### src/hw/rtl/lbbf_pkg.sv
package lbbf_pkg;

    localparam int LABEL_COUNT = 64;
    localparam int LABEL_W     = 6;
    localparam int COORD_W     = 10;
    localparam int CFG_W       = 11;
    localparam int PIXEL_W     = 24;
    localparam int QDEPTH      = 4;
    localparam int APB_AW      = 3;
    localparam int APB_DW      = 32;

    // register index, taken from paddr[2]
    localparam logic REG_IMAGE_WIDTH  = 1'b0;
    localparam logic REG_IMAGE_HEIGHT = 1'b1;

    // one classified pixel, front to back
    typedef struct packed {
        logic               hit;
        logic [LABEL_W-1:0] label;
        logic [COORD_W-1:0] x;
        logic [COORD_W-1:0] y;
        logic               frame_end;
    } t_pix_entry;

    // stored box edges
    typedef struct packed {
        logic [COORD_W-1:0] left;
        logic [COORD_W-1:0] top;
        logic [COORD_W-1:0] right;
        logic [COORD_W-1:0] bottom;
    } t_box;

    // one emitted result
    typedef struct packed {
        logic               valid;
        logic [LABEL_W-1:0] label;
        logic               found;
        t_box               box;
        logic               last;
    } t_box_result;

endpackage

### src/hw/rtl/lbbf_front.sv
module lbbf_front #(
    parameter int MAX_WIDTH  = 1024,
    parameter int MAX_HEIGHT = 1024
) (
    input  logic                        i_clk,
    input  logic                        i_rst_n,
    input  logic                        i_accept,
    input  logic [lbbf_pkg::PIXEL_W-1:0] i_pixel_word,
    input  logic [lbbf_pkg::CFG_W-1:0]  i_image_width,
    input  logic [lbbf_pkg::CFG_W-1:0]  i_image_height,
    output logic                        o_push,
    output lbbf_pkg::t_pix_entry        o_entry
);

    localparam int WB = $clog2(MAX_WIDTH + 1);
    localparam int HB = $clog2(MAX_HEIGHT + 1);
    localparam int WW = (WB > lbbf_pkg::CFG_W) ? WB : lbbf_pkg::CFG_W;
    localparam int HW = (HB > lbbf_pkg::CFG_W) ? HB : lbbf_pkg::CFG_W;

    logic [lbbf_pkg::COORD_W-1:0] r_col, n_col;
    logic [lbbf_pkg::COORD_W-1:0] r_row, n_row;
    logic [WW-1:0]                w_eff;
    logic [HW-1:0]                h_eff;
    logic [WW-1:0]                w_cfg;
    logic [HW-1:0]                h_cfg;
    logic                         row_end;
    logic                         frame_end;
    logic [7:0]                   label_sum;

    // clamp frame size: zero acts as one, oversize acts as the maximum
    assign w_cfg = WW'(i_image_width);
    assign h_cfg = HW'(i_image_height);

    always_comb begin
        if (w_cfg == '0) begin
            w_eff = WW'(1);
        end else if (w_cfg > WW'(MAX_WIDTH)) begin
            w_eff = WW'(MAX_WIDTH);
        end else begin
            w_eff = w_cfg;
        end
        if (h_cfg == '0) begin
            h_eff = HW'(1);
        end else if (h_cfg > HW'(MAX_HEIGHT)) begin
            h_eff = HW'(MAX_HEIGHT);
        end else begin
            h_eff = h_cfg;
        end
    end

    // detect row and frame end at the current position
    assign row_end   = (WW'(r_col) + WW'(1)) >= w_eff;
    assign frame_end = row_end && ((HW'(r_row) + HW'(1)) >= h_eff);

    // advance raster position
    always_comb begin
        n_col = r_col;
        n_row = r_row;
        if (i_accept) begin
            if (row_end) begin
                n_col = '0;
                n_row = frame_end ? '0 : r_row + 1'b1;
            end else begin
                n_col = r_col + 1'b1;
            end
        end
    end

    always_ff @(posedge i_clk) begin
        if (!i_rst_n) begin
            r_col <= '0;
            r_row <= '0;
        end else begin
            r_col <= n_col;
            r_row <= n_row;
        end
    end

    // classify the pixel into a label
    assign label_sum = {1'b0, i_pixel_word[15:12], 3'b000} + {4'b0000, i_pixel_word[7:4]};

    assign o_push             = i_accept;
    assign o_entry.hit        = (i_pixel_word[23:16] == 8'h00)
                                && (label_sum < 8'(lbbf_pkg::LABEL_COUNT));
    assign o_entry.label      = label_sum[lbbf_pkg::LABEL_W-1:0];
    assign o_entry.x          = r_col;
    assign o_entry.y          = r_row;
    assign o_entry.frame_end  = frame_end;

endmodule

### src/hw/rtl/lbbf_fifo.sv
module lbbf_fifo (
    input  logic                 i_clk,
    input  logic                 i_rst_n,
    input  logic                 i_push,
    input  lbbf_pkg::t_pix_entry i_entry,
    input  logic                 i_pop,
    output lbbf_pkg::t_pix_entry o_head,
    output logic                 o_empty,
    output logic                 o_full
);

    localparam int PTR_W = $clog2(lbbf_pkg::QDEPTH);

    lbbf_pkg::t_pix_entry r_mem [lbbf_pkg::QDEPTH];
    logic [PTR_W-1:0]     r_wptr;
    logic [PTR_W-1:0]     r_rptr;
    logic [PTR_W:0]       r_count;

    assign o_head  = r_mem[r_rptr];
    assign o_empty = (r_count == '0);
    assign o_full  = (r_count == (PTR_W+1)'(lbbf_pkg::QDEPTH));

    // store entries
    always_ff @(posedge i_clk) begin
        if (i_push) begin
            r_mem[r_wptr] <= i_entry;
        end
    end

    // move pointers and fill level
    always_ff @(posedge i_clk) begin
        if (!i_rst_n) begin
            r_wptr  <= '0;
            r_rptr  <= '0;
            r_count <= '0;
        end else begin
            if (i_push) begin
                r_wptr <= r_wptr + 1'b1;
            end
            if (i_pop) begin
                r_rptr <= r_rptr + 1'b1;
            end
            if (i_push && !i_pop) begin
                r_count <= r_count + 1'b1;
            end else if (!i_push && i_pop) begin
                r_count <= r_count - 1'b1;
            end
        end
    end

endmodule

### src/hw/rtl/lbbf_back.sv
module lbbf_back (
    input  logic                  i_clk,
    input  logic                  i_rst_n,
    input  lbbf_pkg::t_pix_entry  i_head,
    input  logic                  i_empty,
    output logic                  o_pop,
    output lbbf_pkg::t_box_result o_result
);

    typedef enum logic {ST_RUN, ST_DUMP} t_state;

    t_state                       r_state;
    logic [lbbf_pkg::LABEL_W-1:0] r_k;
    logic [lbbf_pkg::LABEL_COUNT-1:0] r_seen;

    lbbf_pkg::t_box               r_mem [lbbf_pkg::LABEL_COUNT];
    lbbf_pkg::t_box               r_rdata;
    logic [lbbf_pkg::LABEL_W-1:0] rd_addr;

    logic                         r_b_valid;
    lbbf_pkg::t_pix_entry         r_b_entry;
    logic                         r_fwd_valid;
    logic [lbbf_pkg::LABEL_W-1:0] r_fwd_label;
    lbbf_pkg::t_box               r_fwd_data;

    logic                         r_d_valid;
    logic [lbbf_pkg::LABEL_W-1:0] r_d_k;
    lbbf_pkg::t_box_result        r_result;

    lbbf_pkg::t_box               b_old;
    lbbf_pkg::t_box               b_wdata;
    logic                         b_we;
    logic                         b_seen;
    logic                         d_found;

    // hold off the queue while dumping or while a frame end is in update
    assign o_pop   = (r_state == ST_RUN) && !i_empty && !(r_b_valid && r_b_entry.frame_end);
    assign rd_addr = (r_state == ST_DUMP) ? r_k : i_head.label;

    // box store: one write from update, one registered read
    always_ff @(posedge i_clk) begin
        if (b_we) begin
            r_mem[r_b_entry.label] <= b_wdata;
        end
        r_rdata <= r_mem[rd_addr];
    end

    // update: take back-to-back write on the same label, then widen the box
    assign b_we   = r_b_valid && r_b_entry.hit;
    assign b_seen = r_seen[r_b_entry.label];
    assign b_old  = (r_fwd_valid && (r_fwd_label == r_b_entry.label)) ? r_fwd_data : r_rdata;

    always_comb begin
        b_wdata = b_old;
        if (!b_seen) begin
            b_wdata.left   = r_b_entry.x;
            b_wdata.right  = r_b_entry.x;
            b_wdata.top    = r_b_entry.y;
            b_wdata.bottom = r_b_entry.y;
        end else begin
            if (r_b_entry.x < b_old.left) begin
                b_wdata.left = r_b_entry.x;
            end else if (r_b_entry.x > b_old.right) begin
                b_wdata.right = r_b_entry.x;
            end
            if (r_b_entry.y > b_old.bottom) begin
                b_wdata.bottom = r_b_entry.y;
            end
        end
    end

    assign d_found = r_seen[r_d_k];

    // sequencer, update stage, dump stage and result register
    always_ff @(posedge i_clk) begin
        if (!i_rst_n) begin
            r_state        <= ST_RUN;
            r_k            <= '0;
            r_seen         <= '0;
            r_b_valid      <= 1'b0;
            r_fwd_valid    <= 1'b0;
            r_d_valid      <= 1'b0;
            r_result.valid <= 1'b0;
        end else begin
            r_b_valid   <= o_pop;
            if (o_pop) begin
                r_b_entry <= i_head;
            end
            r_fwd_valid <= b_we;
            r_fwd_label <= r_b_entry.label;
            r_fwd_data  <= b_wdata;
            if (b_we) begin
                r_seen[r_b_entry.label] <= 1'b1;
            end

            case (r_state)
                ST_RUN: begin
                    if (r_b_valid && r_b_entry.frame_end) begin
                        r_state <= ST_DUMP;
                        r_k     <= '0;
                    end
                end
                ST_DUMP: begin
                    r_k <= r_k + 1'b1;
                    if (r_k == lbbf_pkg::LABEL_W'(lbbf_pkg::LABEL_COUNT - 1)) begin
                        r_state <= ST_RUN;
                    end
                end
                default: begin
                    r_state <= ST_RUN;
                end
            endcase

            r_d_valid <= (r_state == ST_DUMP);
            r_d_k     <= r_k;

            // emit one box and drop its seen flag
            r_result.valid <= r_d_valid;
            if (r_d_valid) begin
                r_result.label <= r_d_k;
                r_result.found <= d_found;
                r_result.box   <= d_found ? r_rdata : '0;
                r_result.last  <= (r_d_k == lbbf_pkg::LABEL_W'(lbbf_pkg::LABEL_COUNT - 1));
                r_seen[r_d_k]  <= 1'b0;
            end
        end
    end

    assign o_result = r_result;

endmodule

### src/hw/rtl/label_bounding_box_finder.sv
// Channel   Direction  Transfer condition              Payload
// pixel     in         start & !busy at clock edge     i_pixel_word
// result    out        o_valid, one cycle per box      o_label_index .. o_last_box
// config    in/out     psel & penable & pwrite         paddr, pwdata, prdata
//
// One pixel per cycle while busy is low; busy rises only when the 4-entry pixel
// queue is full, which happens while the back end dumps the 64 boxes.
// The last pixel of a frame causes 64 results on consecutive cycles, once it
// has passed the pixel queue and update register and the sequencer enters the
// dump, which walks the box store's registered read port one label per cycle.
// Reset (synchronous, active low) clears seen flags at once; no clearing pass.
// Results cannot be stalled by the receiver.
module label_bounding_box_finder #(
    parameter int MAX_WIDTH  = 1024,
    parameter int MAX_HEIGHT = 1024
) (
    input  logic                          i_clk,
    input  logic                          i_rst_n,
    input  logic                          start,
    output logic                          busy,
    input  logic [lbbf_pkg::PIXEL_W-1:0]  i_pixel_word,
    output logic                          o_valid,
    output logic [lbbf_pkg::LABEL_W-1:0]  o_label_index,
    output logic                          o_found,
    output logic [lbbf_pkg::COORD_W-1:0]  o_box_left,
    output logic [lbbf_pkg::COORD_W-1:0]  o_box_top,
    output logic [lbbf_pkg::COORD_W-1:0]  o_box_right,
    output logic [lbbf_pkg::COORD_W-1:0]  o_box_bottom,
    output logic                          o_last_box,
    input  logic                          psel,
    input  logic                          penable,
    input  logic                          pwrite,
    input  logic [lbbf_pkg::APB_AW-1:0]   paddr,
    input  logic [lbbf_pkg::APB_DW-1:0]   pwdata,
    output logic [lbbf_pkg::APB_DW-1:0]   prdata,
    output logic                          pready
);

    logic [lbbf_pkg::CFG_W-1:0] r_image_width;
    logic [lbbf_pkg::CFG_W-1:0] r_image_height;
    logic                       accept;
    logic                       push;
    logic                       pop;
    logic                       q_empty;
    logic                       q_full;
    lbbf_pkg::t_pix_entry       push_entry;
    lbbf_pkg::t_pix_entry       head_entry;
    lbbf_pkg::t_box_result      result;

    // configuration registers
    assign pready = 1'b1;

    always_ff @(posedge i_clk) begin
        if (!i_rst_n) begin
            r_image_width  <= lbbf_pkg::CFG_W'(1024);
            r_image_height <= lbbf_pkg::CFG_W'(1024);
        end else if (psel && penable && pwrite && pready) begin
            if (paddr[2] == lbbf_pkg::REG_IMAGE_WIDTH) begin
                r_image_width <= pwdata[lbbf_pkg::CFG_W-1:0];
            end else begin
                r_image_height <= pwdata[lbbf_pkg::CFG_W-1:0];
            end
        end
    end

    always_comb begin
        if (paddr[2] == lbbf_pkg::REG_IMAGE_HEIGHT) begin
            prdata = lbbf_pkg::APB_DW'(r_image_height);
        end else begin
            prdata = lbbf_pkg::APB_DW'(r_image_width);
        end
    end

    // pixel transfer
    assign busy   = q_full;
    assign accept = start && !busy;

    lbbf_front #(
        .MAX_WIDTH  (MAX_WIDTH),
        .MAX_HEIGHT (MAX_HEIGHT)
    ) u_front (
        .i_clk          (i_clk),
        .i_rst_n        (i_rst_n),
        .i_accept       (accept),
        .i_pixel_word   (i_pixel_word),
        .i_image_width  (r_image_width),
        .i_image_height (r_image_height),
        .o_push         (push),
        .o_entry        (push_entry)
    );

    lbbf_fifo u_fifo (
        .i_clk   (i_clk),
        .i_rst_n (i_rst_n),
        .i_push  (push),
        .i_entry (push_entry),
        .i_pop   (pop),
        .o_head  (head_entry),
        .o_empty (q_empty),
        .o_full  (q_full)
    );

    lbbf_back u_back (
        .i_clk    (i_clk),
        .i_rst_n  (i_rst_n),
        .i_head   (head_entry),
        .i_empty  (q_empty),
        .o_pop    (pop),
        .o_result (result)
    );

    assign o_valid       = result.valid;
    assign o_label_index = result.label;
    assign o_found       = result.found;
    assign o_box_left    = result.box.left;
    assign o_box_top     = result.box.top;
    assign o_box_right   = result.box.right;
    assign o_box_bottom  = result.box.bottom;
    assign o_last_box    = result.last;

`ifndef SYNTHESIS
    // boxes of a frame come out on consecutive cycles in label order
    a_dump_order: assert property (@(posedge i_clk) disable iff (!i_rst_n)
        o_valid && !o_last_box |=> o_valid
            && (o_label_index == lbbf_pkg::LABEL_W'($past(o_label_index) + 1'b1)))
        else $error("box dump out of order or interrupted");

    // nothing follows the last box directly
    a_dump_end: assert property (@(posedge i_clk) disable iff (!i_rst_n)
        o_valid && o_last_box |=> !o_valid)
        else $error("result after last box");

    // a found box is well formed
    a_box_shape: assert property (@(posedge i_clk) disable iff (!i_rst_n)
        o_valid && o_found |-> (o_box_left <= o_box_right) && (o_box_top <= o_box_bottom))
        else $error("malformed box");
`endif

endmodule

### config.mk
export PLATFORM = sky130hd
export DESIGN_NAME = label_bounding_box_finder
export DESIGN_NICKNAME = d
export VERILOG_FILES = /design/src/hw/rtl/lbbf_pkg.sv /design/src/hw/rtl/lbbf_front.sv /design/src/hw/rtl/lbbf_fifo.sv /design/src/hw/rtl/lbbf_back.sv /design/src/hw/rtl/label_bounding_box_finder.sv
export SDC_FILE = /design/constraint.sdc
export NUM_CORES = 2
export LEC_CHECK = 0
export ABC_AREA = 1
export BUFFER_PORTS_ARGS = -buffer_cell sky130_fd_sc_hd__buf_2
export CAP_MARGIN = 20
export CORE_MARGIN = 2
export CORE_UTILIZATION = 45
export CTS_BUF_LIST = sky130_fd_sc_hd__clkbuf_4 sky130_fd_sc_hd__clkbuf_8
export DETAILED_ROUTE_END_ITERATION = 12
export SETUP_SLACK_MARGIN = 0.5
export SLEW_MARGIN = 20
export SYNTH_ARGS = -nofsm -noshare
export SYNTH_HDL_FRONTEND = slang
export SYNTH_SLANG_ARGS = --single-unit
export TNS_END_PERCENT = 100
### constraint.sdc
create_clock -name i_clk -period 14.5 [get_ports i_clk]
set_input_delay 0.725 -clock i_clk [delete_from_list [all_inputs] [get_ports i_clk]]
set_output_delay 0.725 -clock i_clk [all_outputs]
set_load 0.01 [all_outputs]
==> impl_metrics.toml <==
[status]
status = "finished, final reports clean"

[grt]
antenna_found_initial = 13
grt_overflow = 0
grt_max_degree = 203
track_usage_pct = 25.7
grt_pass1_vias = 87220
grt_pass1_wl_um = 561000

[pwr]
p_per_area_nw_per_um2 = 213
peakVddDrop_mv = 0.319
total_power_mw = 30.7
leakagePower_nw = 58.6

[worst_setup_path]
startpoint_type = "flop"
cpMostUsedCell = "nand2_1"
arrival_ns = 7.67
critical_path_buf_inv_count = 5
cp_slowest_cell = "buf_4"
worst-path-max-fanout = 83
critPathRequiredTime_ns = 15.44
crit_chain = "buf_4, inv_2, nand2_1, nand3_1, nand2_1, nand2_2, nand2_8, buf_4, buf_4, buf_4, nand2_1, nand2_1, nand2_1, nand3_1, nand3_1, nand3_1, nand3_1, nand2_1"
crit_path_end_kind = "flop"
criticalPathCategory = "reg2reg"
slowest_delay_ns = 0.83
cpLargestDelayFamily = "buffers and inverters"

[cells_and_area]
drive_gt1_share_pct = 9.45
seq_area_um2 = 87400
fillers = 25135
finalNetCount = 12521
final_cell_mix = "2,800 x edfxtp_1, 2,734 x nand3_1, 2,407 x nand2_1, 2,179 x inv_1, 515 x clkbuf_8"
syn_to_final_growth_pct = 10.9
layout_commonest_cell = "edfxtp_1"
multi_input_area_um2 = 31700

[routing]
dr.pass1.iters = 6
num_vias = 91155
drtIter0Drc = 10010
vias_per_cell = 5.50
wire_per_inst_um = 23.3
drtAntennaViolNets = 0
routed_wl_um = 386000
drc = 0

[timing]
hold_violations = 0
fmax_mhz = 149
fin_tns_setup_ns = 0
rsz0062_at_grt = "false"
finalMaxSlewViolations = 0
fin_crit_sh_pct = 46.4
setup_slack_ns = 7.77
setup_viol = 0
tightestPinTransition_ns = 1.16
clock_skew_ns = 0.102
min_period_ns = 6.73
relSlewSlack_pct = 22.9

[clock_tree]
cts_max_path_buffers = 4
cts_hold_buf = 17
clk_pin_slew_worst_paths_ns = 0.07
cts_buffers = 474
cts_tree = "built"
clk_latency_ns = 1.09
cts_max_level = 5
root_buffer = "clkbuf_8"
cts_resized = 0
cts_setup_buffers = 0
cts.sinks = 2966

[synth]
yosysSeqAreaShare_pct = 67.3
synth_compound_area_share_pct = 2.01
async_reset_ff_share_pct = 0
synth_fa_ha_area_share_pct = 0.603
syn_area_per_cell_um2 = 10.5
yosys.area_share.simple_pct = 20.9
yosys.cell_types.count = 48
syn_area_um2 = 130000
synth-main-ff-cell = "edfxtp_1"
yosys-mux-area-fraction_pct = 0
synthCells = 12318
synth_edf_count = 2800
synth_seq_cells = 2966
synth_warnings = 0
synth_top_family_by_area = "simple AND/OR/NAND/NOR gates"
synth-xor-area-share_pct = 0.128

[place]
dp_hpwl_um = 198000
port_buffers = 94
gp_congestion = 0.902
place_ws_ns = 7.91

[floorplan]
start_util_pct = 45.2
coreArea_um2 = 288000
die_h_um = 541
dieArea_um2 = 293000
boundaryPins = 148
rows = 197
die_x_um = 541

[worst_hold_path]
hp-class = "in2reg"

[flow_run]
cap_violations = 0
path summary, 6_finish.rpt:
| path | startpoint | to | slack (ns) | cells past startpoint |
|---|---|---|---|---|
| setup / recovery | flop | u_back.r_rdata[12]$_DFF_P_ | 7.77 | 18 |
| hold / removal | i_pixel_word[22] | u_fifo.r_mem[2][27]$_DFFE_PP_ | 0.11 | 4 |
| setup reg to reg | flop | u_back.r_rdata[12]$_DFF_P_ | 7.77 | 18 |
| hold reg to reg | u_fifo.r_rptr[1]$_SDFFE_PN0P_ | u_fifo.r_rptr[1]$_SDFFE_PN0P_ | 0.48 | 2 |
per-stage QoR:
stage / cells / instance area, um2 / utilization, % / hold WS (ns)
after global placement: 15680 / 134000 / 46.7 / 0.451
after CTS: 16557 / 144000 / 50.1 / 0.00964
after floorplan: 12338 / 130000 / - / 0.424
after detailed placement: 15681 / 134000 / 46.7 / 0.458
after global routing: 16559 / 144000 / 50.1 / 0.104
final: 16565 / 144000 / 50.1 / 0.109
power by group:
group	switching [mW]	total (mW)	leakage [nW]	internal [mW]
registers	0.180	10.6	26.7	10.4
clock network	3.31	7.29	5.10	3.98
logic	9.65	12.8	26.8	3.15
registers in the layout (all words and copies together) (netlist names), 2 cells and up, named ones only:
register / cells
u_back.r_d_k: 6
u_back.r_mem: 2560
u_back.r_rdata: 40
u_back.o_result: 49
u_back.r_k: 6
u_back.r_fwd_data: 40
u_fifo.r_count: 3
u_back.r_seen: 64
r_image_height: 11
r_image_width: 11
u_fifo.r_rptr: 2
u_back.r_b_entry: 28
u_back.r_fwd_label: 6
u_front.r_col: 10
u_front.r_row: 10
u_fifo.r_wptr: 2
u_fifo.r_mem: 112
final cells by class:
type	count	share of cell area, %
tap	3781	3.28
clock inverter	160	0.792
sequential	2966	60.7
clock buffer	699	5.88
inverter	2202	5.76
multi-input combinational	6448	22.0
timing repair buffer	302	1.55
antenna	7	0.0122
Yosys cell counts, types with 2 or more instances:
library cell	number	area share, %
o21ai_1	19	0.073
nand3b_1	416	2.4
a31oi_1	43	0.21
and3_1	2	0.0096
o2bb2ai_1	4	0.027
dfxtp_1	166	2.6
o211ai_1	3	0.017
nor4_1	6	0.029
o2111ai_1	3	0.020
nand3_1	2735	11
a221oi_1	2	0.013
a211oi_1	8	0.046
nor3_1	25	0.096
nand3_2	4	0.031
buf_4	79	0.46
clkinv_1	4	0.012
o22ai_1	37	0.18
a21oi_1	125	0.48
buf_1	58	0.17
xor2_1	16	0.11
inv_2	17	0.049
nand4_1	20	0.096
conb_1	2	0.0058
o21a_1	2	0.012
edfxtp_1	2800	65
o221ai_1	2	0.013
inv_1	2181	6.3
xnor2_1	3	0.020
ha_1	61	0.59
buf_2	386	1.5
nand2_2	2	0.0096
o21ai_0	197	0.76
nand2_1	2432	7.0
nor2_1	228	0.66
clkbuf_1	198	0.57
a22oi_1	20	0.12
layer usage:
| metal | track usage (%) | up-vias | wire, um |
|---|---|---|---|
| met2 | 41.1 | 4287 | 178000 |
| met3 | 4.57 | 843 | 34500 |
| met4 | 9.95 | 6 | 14400 |
| met1 | 34.9 | 44625 | 159000 |
| met5 | 0 | - | 37 |
| li1 | - | 41394 | - |
worst register-to-register path, cell delays in order (launching register included):
cell     delay, ns
dfxtp_1       0.66
buf_4         0.50
inv_2         0.09
nand2_1       0.07
nand3_1       0.12
nand2_1       0.20
nand2_2       0.48
nand2_8       0.77
buf_4         0.88
buf_4         0.73
buf_4         0.85
nand2_1       0.18
nand2_1       0.10
nand2_1       0.06
nand3_1       0.10
nand3_1       0.13
nand3_1       0.13
nand3_1       0.39
nand2_1       0.20
cells by family after synthesis:
| group | count (synthesis) |
|---|---|
| fa+ha+maj | 62 |
| other cells | 2 |
| buf+inv | 2924 |
| xor+xnor | 19 |
| compound gates | 472 |
| simple gates | 5873 |
| flops | 2966 |
Power figures use the tool's default switching activity.
